--- src/keyframe_vec3_interpolator_core_assert.svh ---
// assertion macros for the keyframe interpolator
`ifndef KEYFRAME_VEC3_INTERPOLATOR_CORE_ASSERT_SVH
`define KEYFRAME_VEC3_INTERPOLATOR_CORE_ASSERT_SVH
`ifndef SYNTHESIS
`define KVI_ASSERT_IMP(label, clk, rst_n, a, c, msg) \
    label: assert property (@(posedge clk) disable iff (!rst_n) (a) |-> (c)) else $error(msg);
`define KVI_ASSERT_NXT(label, clk, rst_n, a, c, msg) \
    label: assert property (@(posedge clk) disable iff (!rst_n) (a) |=> (c)) else $error(msg);
`else
`define KVI_ASSERT_IMP(label, clk, rst_n, a, c, msg)
`define KVI_ASSERT_NXT(label, clk, rst_n, a, c, msg)
`endif
`endif

--- src/kvi_pkg.sv ---
// shared types and constants for the keyframe interpolator
`default_nettype none
package kvi_pkg;
    localparam int MaxKeys = 64;
    localparam int FracBits = 16;
    localparam int SlotW = $clog2(MaxKeys);
    localparam int CntW = 7;
    localparam int DivSteps = 32 + FracBits;
    localparam logic ACT_LOAD = 1'b0;
    localparam logic ACT_QUERY = 1'b1;
    typedef enum logic [1:0] {
        ST_OK = 2'd0, ST_BEFORE = 2'd1, ST_AFTER = 2'd2, ST_EMPTY = 2'd3
    } status_t;
    typedef struct packed {
        logic        action;
        logic [5:0]  slot;
        logic [31:0] ktime;
        logic [95:0] kvec;
        logic [31:0] qtime;
    } item_t;
    typedef enum logic [3:0] {
        B_IDLE, B_DEC, B_RD0, B_RD0W, B_SCAN, B_SCANW, B_RDS, B_RDSW, B_RDE, B_RDEW,
        B_DIV, B_MUL, B_EMIT
    } bstate_t;
endpackage
`default_nettype wire

--- src/kvi_front.sv ---
// front end: takes items and queues them, two entries deep
`default_nettype none
module kvi_front import kvi_pkg::*; (
    input  wire logic  clk,
    input  wire logic  rst_n,
    input  wire logic  push,
    input  wire item_t push_item,
    output logic       full,
    input  wire logic  pop,
    output logic       nempty,
    output item_t      head
);
    item_t q_reg [2];
    logic rd_reg, rd_next, wr_reg, wr_next;
    logic [1:0] cnt_reg, cnt_next;
    assign full = (cnt_reg == 2'd2);
    assign nempty = (cnt_reg != 2'd0);
    assign head = q_reg[rd_reg];
    always_comb
    begin
        rd_next = rd_reg ^ pop;
        wr_next = wr_reg ^ push;
        cnt_next = cnt_reg + {1'b0, push} - {1'b0, pop};
    end
    always_ff @(posedge clk or negedge rst_n)
    begin
        if (!rst_n)
        begin
            rd_reg <= 1'b0;
            wr_reg <= 1'b0;
            cnt_reg <= 2'd0;
        end
        else
        begin
            rd_reg <= rd_next;
            wr_reg <= wr_next;
            cnt_reg <= cnt_next;
        end
    end
    always_ff @(posedge clk)
    begin
        if (push)
        begin
            q_reg[wr_reg] <= push_item;
        end
    end
endmodule
`default_nettype wire

--- config.mk ---
export PLATFORM = sky130hd
export DESIGN_NAME = kvi_front
export DESIGN_NICKNAME = d
export VERILOG_FILES = /design/src/keyframe_vec3_interpolator_core_assert.svh /design/src/kvi_pkg.sv /design/src/kvi_front.sv
export SDC_FILE = /design/constraint.sdc
export NUM_CORES = 1
export LEC_CHECK = 0
export BUFFER_PORTS_ARGS = -buffer_cell sky130_fd_sc_hd__buf_2
export CORE_AREA = 4 4 211 213
export CTS_CLUSTER_DIAMETER = 120
export DETAILED_ROUTE_END_ITERATION = 12
export DIE_AREA = 0 0 215 217
export PLACE_DENSITY = 0.52
export SLEW_MARGIN = 20
export SYNTH_ARGS = -nofsm -noshare
export SYNTH_HDL_FRONTEND = slang
export SYNTH_SLANG_ARGS = --single-unit
--- constraint.sdc ---
create_clock -name clk -period 6.7 [get_ports clk]
set_input_delay 0.335 -clock clk [delete_from_list [all_inputs] [get_ports clk]]
set_output_delay 0.335 -clock clk [all_outputs]
set_load 0.02 [all_outputs]
==> results of run 1 <==
routing by layer:
layer	wire length (µm)	share of wire, %
met4	655	2.3
met3	1970	6.8
met5	0	0
met2	14600	51
met1	11600	40
cells in the mapped netlist (all sizes together):
master  count  share of area [%]
inv         4               0.12
xor2        1              0.069
dfrtp       4               0.79
or2         1              0.049
nor2b       1              0.049
edfxtp    334                 79
mux2      167                 18
buf        19                1.5
xor3        1               0.19
ha          4               0.39
critical path, stage by stage (launching register included):
cell and delay, ps:
sky130_fd_sc_hd__dfrtp_4 710, sky130_fd_sc_hd__buf_4 850, sky130_fd_sc_hd__mux2_2 410, sky130_fd_sc_hd__buf_2 160
area by class of cell:
type | count | area share [%]
flip-flops and latches | 338 | 57.2
clock inverters | 16 | 0.423
multi-input cells | 175 | 13.4
inverters | 4 | 0.0847
clock buffers | 47 | 5.43
repair buffers | 516 | 19.6
well taps | 546 | 3.85
timing repair:
item,4_1_cts,5_1_grt
endpoints found under the setup margin,0,0
setup buffers,0,0
endpoints found under the hold margin,339,0
hold buffers,169,0
power by group through the flow:
| stage | sequential [µW] | combinational, µW | clock, µW |
|---|---|---|---|
| after floorplan | 2990 | 1780 | 0 |
| after global placement | 2970 | 2470 | 0 |
| after detailed placement | 2980 | 2460 | 0 |
| after CTS | 2940 | 2550 | 1850 |
| after global routing | 2970 | 2660 | 1940 |
| final | 2930 | 2490 | 1780 |
metrics by stage:
stage / hold WS [ps] / setup WS [ps] / cell area [µm²] / total power, µW
2_1_floorplan: 39.4 / 1860 / 12700 / 4760
3_3_place_gp: 152 / 4070 / 15000 / 5430
4_1_cts: 102 / 3470 / 17700 / 7340
6_report: 152 / 3620 / 17700 / 7200
3_5_place_dp: 150 / 4070 / 15000 / 5440
5_1_grt: 118 / 3440 / 17700 / 7570
how the worst min path moves through the flow:
stage | startpoint | end | cells after the start
6_report | push | cnt_reg[0]$_DFF_PN0_ | 2
3_3_place_gp | rst_n | wr_reg$_DFF_PN0_ | 1
4_1_cts | push | cnt_reg[0]$_DFF_PN0_ | 2
5_1_grt | push | cnt_reg[0]$_DFF_PN0_ | 2
3_5_place_dp | rst_n | rd_reg$_DFF_PN0_ | 1
2_1_floorplan | rst_n | cnt_reg[0]$_DFF_PN0_ | 0
logic make-up after synthesis:
kind of cell,Yosys count
buffers and inverters,23
muxes,167
and+or+nand+nor,2
adders and majority gates,4
DFF,338
xor gates and xnor gates,2
==> implementation parameters, run 1 <==
Parameter                              Value

Worst setup path
  Arr. time, crit path    2750 ps
  Data required time at the worst endpoint    approximately 6400 ps
  Reg-to-reg critical path endpoint    q_reg[0][94]$_DFFE_PP_
  Source of the worst register-to-register timing path    wr_reg$_DFF_PN0_
  Launch point of the worst path    rd_reg$_DFF_PN0_
  FF-to-FF setup slack    about 4500 ps
  Worst Setup Start Kind    flip-flop
  Crit path capture    head[29]
  Maximum fanout encountered on the critical timing path    57
  Nature of the critical path endpoint    primary output
  Category of the most critical setup path    flip-flop to primary output
  R2R cell count    3

Route
  Count of antenna-violating nets left after detailed routing    0
  Routed WL    28.9 mm
  Wire length per cell    between 15 and 20 µm
  DRC errors left    0
  Drt first pass iters    4
  Routed vias    about 7000
  Routed via count divided by cell count    4.18
  Detailed Route Iter0 Violations    308

Clocking
  Clock Tree Buf Depth    3
  CTS clock-pin slew for the worst setup and hold paths    60 ps
  PostCTS Resize Cnt    0
  Source-to-sink clock delay at the later pin of the worst-skew pair    520 ps
  Root cell of the clock tree    sky130_fd_sc_hd__clkbuf_16
  H-tree depth    2
  Num Clock Sinks    between 300 and 400
  TritonCTS clock tree    done
  Total CTS buffers    37

Synth
  Synthesized-area fraction occupied by ao, oa, aoi and oai cells    0%
  Post-synth cell types    12
  Adder and majority cell fraction of the synthesized area    less than 1%
  Gate count after technology mapping    536
  Portion of netlist area occupied by mux cells    17.8%
  Post-Syn Nets    711
  Register bit total from synthesis    338
  Xor-xnor portion of the synthesized cell area    0.256%
  Simple-gate portion of the synthesized area    0.0986%
  Total standard cell area after synthesis    about 13000 µm²
  Sequential area share after synthesis    79.8%
  Largest family of logic cells by synthesized area    multiplexers
  Synth Warn #    0
  Mean area per synthesized cell    23.7 µm²

Floorplanning
  I/O pin count    340
  Starting utilization of the core area    between 20% and 30%
  Chip Width    approximately 220 µm
  # rows    76
  DIE AREA    about 47000 µm²
  Floorplan Core Area    42700 µm²
  Die boundary height    217 µm

Run
  Maxcap violations    0

Global routing
  Met1 usage    13.9%
  Met3 global-route usage    4.24%
  All-Layer GR Usage    about 12%
  Global-route track usage on met2    21.0%
  Number of antenna violations at the first check in global routing    0
  Vias in the first global route    7661
  Wire length of the first global-routing pass    between 40 and 50 mm
  Leftover overflow at the end of global routing    0
  Pin count of the biggest net entering global routing    92
  Layer carrying the most global-route usage    met2

Power
  Switching Fraction    between 30% and 40%
  Internal power    4890 µW
  Power share of the clock group    24.7%
  P_sw    2310 µW
  Part of the total power dissipated in sequential elements    40.7%
  Gate power share    34.6%
  Total power per unit cell area    406 nW/µm²
  Worst voltage drop across the vdd grid    0.286 mV
  Leakage    0.00694 µW

Cells and area
  Fillers    3873
  Commonest non-fill, non-tap cell in the layout    sky130_fd_sc_hd__buf_2
  Count of antenna diodes in the layout    0
  Core Util, Final    around two fifths
  Net count of the finished layout    1247
  Share of layout cells above drive strength 1    51.3%
  Max reg flops    334
  Area taken by multi-input logic gates    2380 µm²
  Area used by sequential logic in the layout    10100 µm²
  Non-filler cells in the finished layout    1642
  Growth of design area from synthesis to finish    39.7%
  Top library cells by usage in the layout, fill and taps aside    339 x sky130_fd_sc_hd__buf_2, 334 x sky130_fd_sc_hd__edfxtp_1, 169 x sky130_fd_sc_hd__dlygate4sd3_1

STA
  Slew of the pin with the lowest slew margin    about 1100 ps
  Max Clk Rate    0.324 GHz
  Clock skew after layout    7.32 ps
  Max transition margin    29.2%
  Min cycle time layout    between 3000 and 4000 ps
  Slew Viols, Final    0
  Total count of hold-check failures in the final report    0
  Tcrit/Tclk final    46.0%
  Final TNS setup    0 ps
  Final setup violating endpoints    0
  Unrepaired setup endpoints after global routing    false

Placed design
  Port Buffer Count    between 300 and 400
  Instance count after placement with tap cells included    1409
  Post-DP HPWL    18.0 mm
  Gpl congestion    0.711

Run status
  Status    finished, final reports clean

Min path
  Type of the most critical hold path    primary input to flip-flop
Note: power is estimated with default switching activity, not from simulation.
==> run 2: changes to the inputs <==
- ABC_AREA: not set -> 1
- clock period: 6.7 -> 3.1 ns (I/O delays scaled with it)
==> run 2 against run 1 <==
  * Clock-buffer cell count up 4
  * Die area unchanged
  * Combinational power rose by 110%
  * Non-clock buffer count increased by 8
  * Critical path depth rose by 1
  * Sequential power rose by 120%
  * Synthesized area is 0.58% lower
  * Synthesized cell count increased by 67%
  * Global-route usage grew 0.48 points
  * Sequential share of layout area decreased by 0.26 points
  * Clock power is 130% higher
  * Critical path type unchanged
  * Largest cell class unchanged
  * Highest routed layer is now met5
==> implementation parameters, run 2 <==
Parameter                              Value

Synth
  Post-Syn Nets    1071
  Xor-xnor portion of the synthesized cell area    0.0694%
  Mean area per synthesized cell    14.1 µm²
  Register bit total from synthesis    338
  Synth Warn #    0
  Async SR Flop Fraction    approximately 1.2%
  Gate count after technology mapping    896
  Post-synth cell types    14
  Most frequent cells after synthesis    334 x sky130_fd_sc_hd__edfxtp_1, 174 x sky130_fd_sc_hd__inv_1, 173 x sky130_fd_sc_hd__nand2_1, 89 x sky130_fd_sc_hd__o21ai_0, 78 x sky130_fd_sc_hd__o21ai_1
  Synthesized-area fraction occupied by ao, oa, aoi and oai cells    6.63%
  Top FF cell, synth    sky130_fd_sc_hd__edfxtp_1
  Fraction of synthesized cell area taken by the top area cell type    ~80%
  Area contributors post-synth    sky130_fd_sc_hd__edfxtp_1 80%, sky130_fd_sc_hd__inv_1 5.2%, sky130_fd_sc_hd__nand2_1 5.1%
  Total standard cell area after synthesis    12600 µm²
  Portion of netlist area occupied by mux cells    0%
  Largest area contributor in the synthesized netlist    sky130_fd_sc_hd__edfxtp_1
  Adder and majority cell fraction of the synthesized area    0.397%
  Most repeated cell in the gate-level netlist after synthesis    sky130_fd_sc_hd__edfxtp_1
  Simple-gate portion of the synthesized area    roughly 5.2%
  Sequential area share after synthesis    approximately four fifths
  Largest family of logic cells by synthesized area    buffers and inverters
  Count of flip-flops with a built-in enable after synthesis    334

Worst setup path
  Data required time at the worst endpoint    2940 ps
  List of cells traversed by the critical path    buf_12, nand2_1, o21ai_1, buf_2
  Category of the most critical setup path    flip-flop to primary output
  Arr. time, crit path    2260 ps
  Worst-path cell with the longest stage delay    sky130_fd_sc_hd__dfrtp_4
  Nature of the critical path endpoint    primary output
  R2R cell count    3
  Reg-to-reg critical path endpoint    q_reg[0][85]$_DFFE_PP_
  Launch point of the worst path    rd_reg$_DFF_PN0_
  Delay of the slowest cell on the worst path    870 ps
  Source of the worst register-to-register timing path    wr_reg$_DFF_PN0_
  Worst Setup Start Kind    flip-flop
  Maximum fanout encountered on the critical timing path    73
  FF-to-FF setup slack    1290 ps

Global routing
  Number of antenna violations at the first check in global routing    4
  Wire length of the first global-routing pass    46.2 mm
  All-Layer GR Usage    12.5%
  Leftover overflow at the end of global routing    0
  Pin count of the biggest net entering global routing    92
  Vias in the first global route    8500

Floorplanning
  DIE AREA    between 40000 and 50000 µm²
  # rows    76
  Chip Width    215 µm
  Die boundary height    approximately 220 µm
  I/O pin count    340
  Floorplan Core Area    42700 µm²
  Starting utilization of the core area    29.5%

Clocking
  Root cell of the clock tree    sky130_fd_sc_hd__clkbuf_16
  Source-to-sink clock delay at the later pin of the worst-skew pair    530 ps
  CTS clock-pin slew for the worst setup and hold paths    50 ps
  Total CTS buffers    39
  TritonCTS clock tree    done
  Clock Tree Buf Depth    3
  H-tree depth    2
  Setup bufs post-CTS    0
  Num Clock Sinks    338

Cells and area
  Non-filler cells in the finished layout    1993
  Share of layout cells above drive strength 1    28.0%
  Fillers    3956
  Area used by sequential logic in the layout    roughly 10000 µm²
  Growth of design area from synthesis to finish    41.2%
  Area taken by multi-input logic gates    1580 µm²
  Commonest non-fill, non-tap cell in the layout    sky130_fd_sc_hd__buf_2
  Max reg flops    334
  Top library cells by usage in the layout, fill and taps aside    339 x sky130_fd_sc_hd__buf_2, 334 x sky130_fd_sc_hd__edfxtp_1, 174 x sky130_fd_sc_hd__inv_1
  Net count of the finished layout    1599

STA
  Tcrit/Tclk final    between 70 and 80%
  Max transition margin    roughly 54%
  Slew of the pin with the lowest slew margin    a little under 700 ps
  Max Clk Rate    between 0.4 and 0.5 GHz
  Post-route worst setup slack    around 690 ps
  Final TNS setup    0 ps
  Slew Viols, Final    0
  Unrepaired setup endpoints after global routing    false
  Min cycle time layout    2410 ps
  Final setup violating endpoints    0
  Clock skew after layout    between 10 and 15 ps
  Total count of hold-check failures in the final report    0

Power
  Total power per unit cell area    890 nW/µm²
  Worst voltage drop across the vdd grid    0.517 mV
  Leakage    0.00749 µW

Min path
  Type of the most critical hold path    primary input to flip-flop
  Hold Startpoint    push_item[153]
  End of the worst hold path    q_reg[1][153]$_DFFE_PP_
  Worst hold path cell count    2

Run
  Maxcap violations    0

Placed design
  Gpl congestion    0.743
  Port Buffer Count    339
  Instance count after placement with tap cells included    ~1800
  Post-placement setup slack    1180 ps
  Post-DP HPWL    19.1 mm

Route
  Routed via count divided by cell count    4.11
  Routed WL    between 20 and 30 mm
  DRC errors left    0
  Wire length per cell    about 15 µm
  Routed vias    8184
  Count of antenna-violating nets left after detailed routing    0
  Drt first pass iters    4
  Detailed Route Iter0 Violations    approximately 410

Run status
  Status    finished, final reports clean
## run 2: per-stage QoR
| step | power [µW] | instance area, µm² | utilization (%) | hold slack (ps) |
|---|---|---|---|---|
| floorplan | 9840 | 12600 | - | -141 |
| global placement | 11700 | 14900 | 35.0 | -27.8 |
| detailed placement | 11700 | 14900 | 35.0 | -23.9 |
| CTS | 16200 | 17800 | 41.7 | 288 |
| global route | 16800 | 17800 | 41.7 | 319 |
| finish | 15800 | 17800 | 41.7 | 347 |
## run 2: final cells by class
class	instances	area share [%]
Clock buffer	51	5.97
Multi-Input combinational cell	347	8.86
Sequential cell	338	56.9
Timing Repair Buffer	524	20.3
Tap cell	546	3.84
Clock inverter	10	0.450
Inverter	174	3.67
Antenna cell	3	0.0421
## run 2: power breakdown
| part | leakage, µW | total, µW | switching [µW] | internal, µW |
|---|---|---|---|---|
| clock network | 0.000552 | 4150 | 1680 | 2470 |
| logic | 0.00376 | 5320 | 3690 | 1630 |
| registers | 0.00318 | 6370 | 310 | 6060 |
| total | 0.00749 | 15800 | 5680 | 10200 |
## run 2: repair_timing
| action | in CTS | in global routing |
|---|---|---|
| gates resized for setup | 0 | 0 |
| hold endpoints to repair | 341 | 0 |
| endpoints found under the setup margin | 0 | 0 |
| hold buffers | 171 | 0 |
## run 2: critical path, delay by kind of cell (launching register included)
| kind | cells | cell delay (ps) |
|---|---|---|
| flip-flops | 1 | 870 |
| AO/OA/AOI/OAI | 1 | 180 |
| AND/OR/NAND/NOR | 1 | 80 |
| buffers and inverters | 2 | 570 |
## run 2: worst max path at each step
stage	depth (start not counted)	endpoint	slack (ps)
after CTS	4	head[157]	580
after floorplan	2	q_reg[0][0]$_DFFE_PP_	90
after global placement	4	head[157]	1190
final	4	head[157]	690
after global routing	4	head[157]	490
after detailed placement	4	head[157]	1180
## run 2: cells by family (layout without fill, tap and decap cells)
logic type | after synthesis | in the layout
AND/OR/NAND/NOR | 175 | 175
flip-flops | 338 | 338
AO/OA/AOI/OAI | 167 | 167
buffers and inverters | 211 | 759
adder cells (fa/ha/maj) | 4 | 4
XOR/XNOR | 1 | 1
other | 0 | 3
## run 2: layer usage
| metal | track usage [%] | vias up | share of wire (%) |
|---|---|---|---|
| met3 | 3.73 | 54 | 7.3 |
| met4 | 5.15 | 2 | 3.0 |
| met5 | 0 | - | 0.024 |
| met1 | 15.4 | 3801 | 43 |
| met2 | 20.6 | 244 | 46 |
| li1 | - | 4083 | - |
==> run 3: changes to the inputs <==
- PLACE_DENSITY: 0.52 -> 0.54
- clock period: 3.1 -> 2 ns (I/O delays scaled with it)
==> run 3 against run 2 <==
  * Via count grew 3.1%
  * Critical path depth is the same
  * Combinational power up 79%
  * Setup slack lost 640 ps
  * Clock-buffer cell count fell by 7
  * Non-clock buffer count up 29
  * First-iteration DRC count grew 8.5%
  * Cell area grew 2.9%
  * Routed wire length rose by 4.7%
  * Worst hold slack got worse by 49 ps
  * Register-to-register slack lost 840 ps
  * Largest power group unchanged
==> implementation parameters, run 3 (synthesis gave the netlist of run 2 again) <==
Parameter                              Value

Run status
  Status    finished, final reports clean

Clocking
  Num Clock Sinks    ~340
  H-tree depth    2
  Source-to-sink clock delay at the later pin of the worst-skew pair    530 ps
  CTS clock-pin slew for the worst setup and hold paths    60 ps
  Root cell of the clock tree    sky130_fd_sc_hd__clkbuf_16
  TritonCTS clock tree    done
  Clock Tree Buf Depth    3
  Total CTS buffers    37

Route
  Met3 Routed Length    2.51 mm
  Routed WL    30.9 mm
  Routed vias    8437
  Count of antenna-violating nets left after detailed routing    0
  DR WL met2    around 15 mm
  DRC errors left    0
  Drt first pass iters    4
  Detailed Route Iter0 Violations    447
  Wire length per cell    15.3 µm
  Routed via count divided by cell count    4.17
  Routed length on met1    12.7 mm
  Highest metal layer used by the detailed router    met4

Worst setup path
  Cell depth of the worst setup path    4
  Data required time at the worst endpoint    1900 ps
  Arr. time, crit path    1860 ps
  Category of the most critical setup path    flip-flop to primary output
  Launch point of the worst path    rd_reg$_DFF_PN0_
  Reg-to-reg critical path endpoint    q_reg[0][56]$_DFFE_PP_
  List of cells traversed by the critical path    buf_12, buf_12, o21ai_1, buf_2
  Delay of the slowest cell on the worst path    530 ps
  Crit path buf inv count    3
  Source of the worst register-to-register timing path    wr_reg$_DFF_PN0_
  Kind of cell adding the most delay to the critical path    buffers and inverters
  Worst-path cell with the longest stage delay    sky130_fd_sc_hd__dfrtp_4
  FF-to-FF setup slack    450 ps
  Maximum fanout encountered on the critical timing path    31
  Worst Setup Start Kind    flip-flop
  Nature of the critical path endpoint    primary output
  Crit path capture    head[58]
  Dominant cell type by count on the critical path    sky130_fd_sc_hd__buf_12
  R2R cell count    4

Placed design
  Port Buffer Count    339
  Post-DP HPWL    20.1 mm
  Instance count after placement with tap cells included    1783
  Gpl congestion    about 0.76

Floorplanning
  Chip Width    ~220 µm
  Die boundary height    217 µm
  # rows    76
  I/O pin count    340
  Floorplan Core Area    roughly 43000 µm²
  Starting utilization of the core area    29.5%
  DIE AREA    ~47000 µm²

Cells and area
  Max reg flops    334
  Growth of design area from synthesis to finish    45.3%
  Commonest non-fill, non-tap cell in the layout    sky130_fd_sc_hd__edfxtp_1
  Core Util, Final    42.9%
  Count of antenna diodes in the layout    0
  Non-filler cells in the finished layout    2022
  Share of layout cells above drive strength 1    30.6%
  Top library cells by usage in the layout, fill and taps aside    334 x sky130_fd_sc_hd__edfxtp_1, 299 x sky130_fd_sc_hd__buf_2, 173 x sky130_fd_sc_hd__inv_1, 173 x sky130_fd_sc_hd__nand2_1, 171 x sky130_fd_sc_hd__dlygate4sd3_1
  Net count of the finished layout    about 1600

STA
  Total count of hold-check failures in the final report    0
  Min cycle time layout    about 2000 ps
  Slew of the pin with the lowest slew margin    538 ps
  Unrepaired setup endpoints after global routing    true
  Final setup violating endpoints    0
  Tcrit/Tclk final    97.8%
  Slew Viols, Final    0
  Max transition margin    64.1%
  Max Clk Rate    0.511 GHz
  Clock skew after layout    roughly 10 ps

Power
  Leakage    0.00774 µW
  Total power per unit cell area    about 1400 nW/µm²
  Worst voltage drop across the vdd grid    about 0.8 mV

Run
  Maxcap violations    0

Global routing
  Vias in the first global route    around 8500
  Leftover overflow at the end of global routing    0
  Pin count of the biggest net entering global routing    96
  Number of antenna violations at the first check in global routing    0
  Wire length of the first global-routing pass    46.1 mm
  All-Layer GR Usage    around 13%

Min path
  Type of the most critical hold path    primary input to flip-flop
run 3: cell count changes in the layout (fill, tap and decap cells not counted), sizes merged:
cell      previous run  this run
clkbuf              51        45
bufinv               1         4
inv                174       175
clkinv               7        14
clkinvlp             2         1
diode                3         0
buf                353       381
run 3: layout make-up:
class / count / area (µm²)
fill: 3873 / 24400
sequential: 338 / 10100
timing repair buffer: 553 / 4070
multi-input combinational: 347 / 1640
clock buffer: 44 / 952
tap: 546 / 683
inverter: 174 / 653
clock inverter: 20 / 198
run 3: worst min-delay path by stage:
stage	startpoint	to	slack, ps	cells after the start
floorplan	rst_n	cnt_reg[0]$_DFF_PN0_	-200	0
global placement	rst_n	wr_reg$_DFF_PN0_	-70	1
detailed placement	rst_n	cnt_reg[0]$_DFF_PN0_	-70	1
CTS	push_item[7]	q_reg[0][7]$_DFFE_PP_	240	2
global route	push_item[2]	q_reg[0][2]$_DFFE_PP_	270	2
finish	push_item[8]	q_reg[0][8]$_DFFE_PP_	300	2
run 3: power breakdown:
group / leakage, µW / internal (µW) / switching [µW]
Sequential: 0.00318 / 9380 / 326
Combinational: 0.00400 / 3310 / 6230
Clock: 0.000564 / 3900 / 2620
Total: 0.00774 / 16600 / 9180
run 3: worst register-to-register path: stages, from the launching register on:
cell and delay (ps):
sky130_fd_sc_hd__dfrtp_1 410, sky130_fd_sc_hd__inv_2 80, sky130_fd_sc_hd__ha_4 260, sky130_fd_sc_hd__buf_12 250
sky130_fd_sc_hd__buf_12 240
run 3: stage by stage:
stage                     setup WS (ps)  total power (µW)  setup TNS [ps]  area (µm²)  hold slack, ps
after CTS                         -39.8             25700            -180       18100             243
after global placement              444             18500               0       15200           -74.1
after floorplan                    -132             15200          -30320       12600            -196
after detailed placement            439             18600               0       15200           -70.8
final                              44.4             25800               0       18300             298
after global routing              -90.5             27200           -1830       18300             265
run 3: metal layers:
layer | up-vias | global-route usage (%)
li1 | 4147 | -
met1 | 3933 | 15.3
met3 | 68 | 4.38
met4 | 0 | 4.06
met2 | 289 | 21.0
met5 | - | 0
run 3: timing repair:
item                       CTS  global route
cloned                       0             2
setup endpoints to repair   73            99
setup buffers                2             0
pin swaps                    0             0
resized for setup           28            71
hold buffers               171             0
hold endpoints to repair   341             0
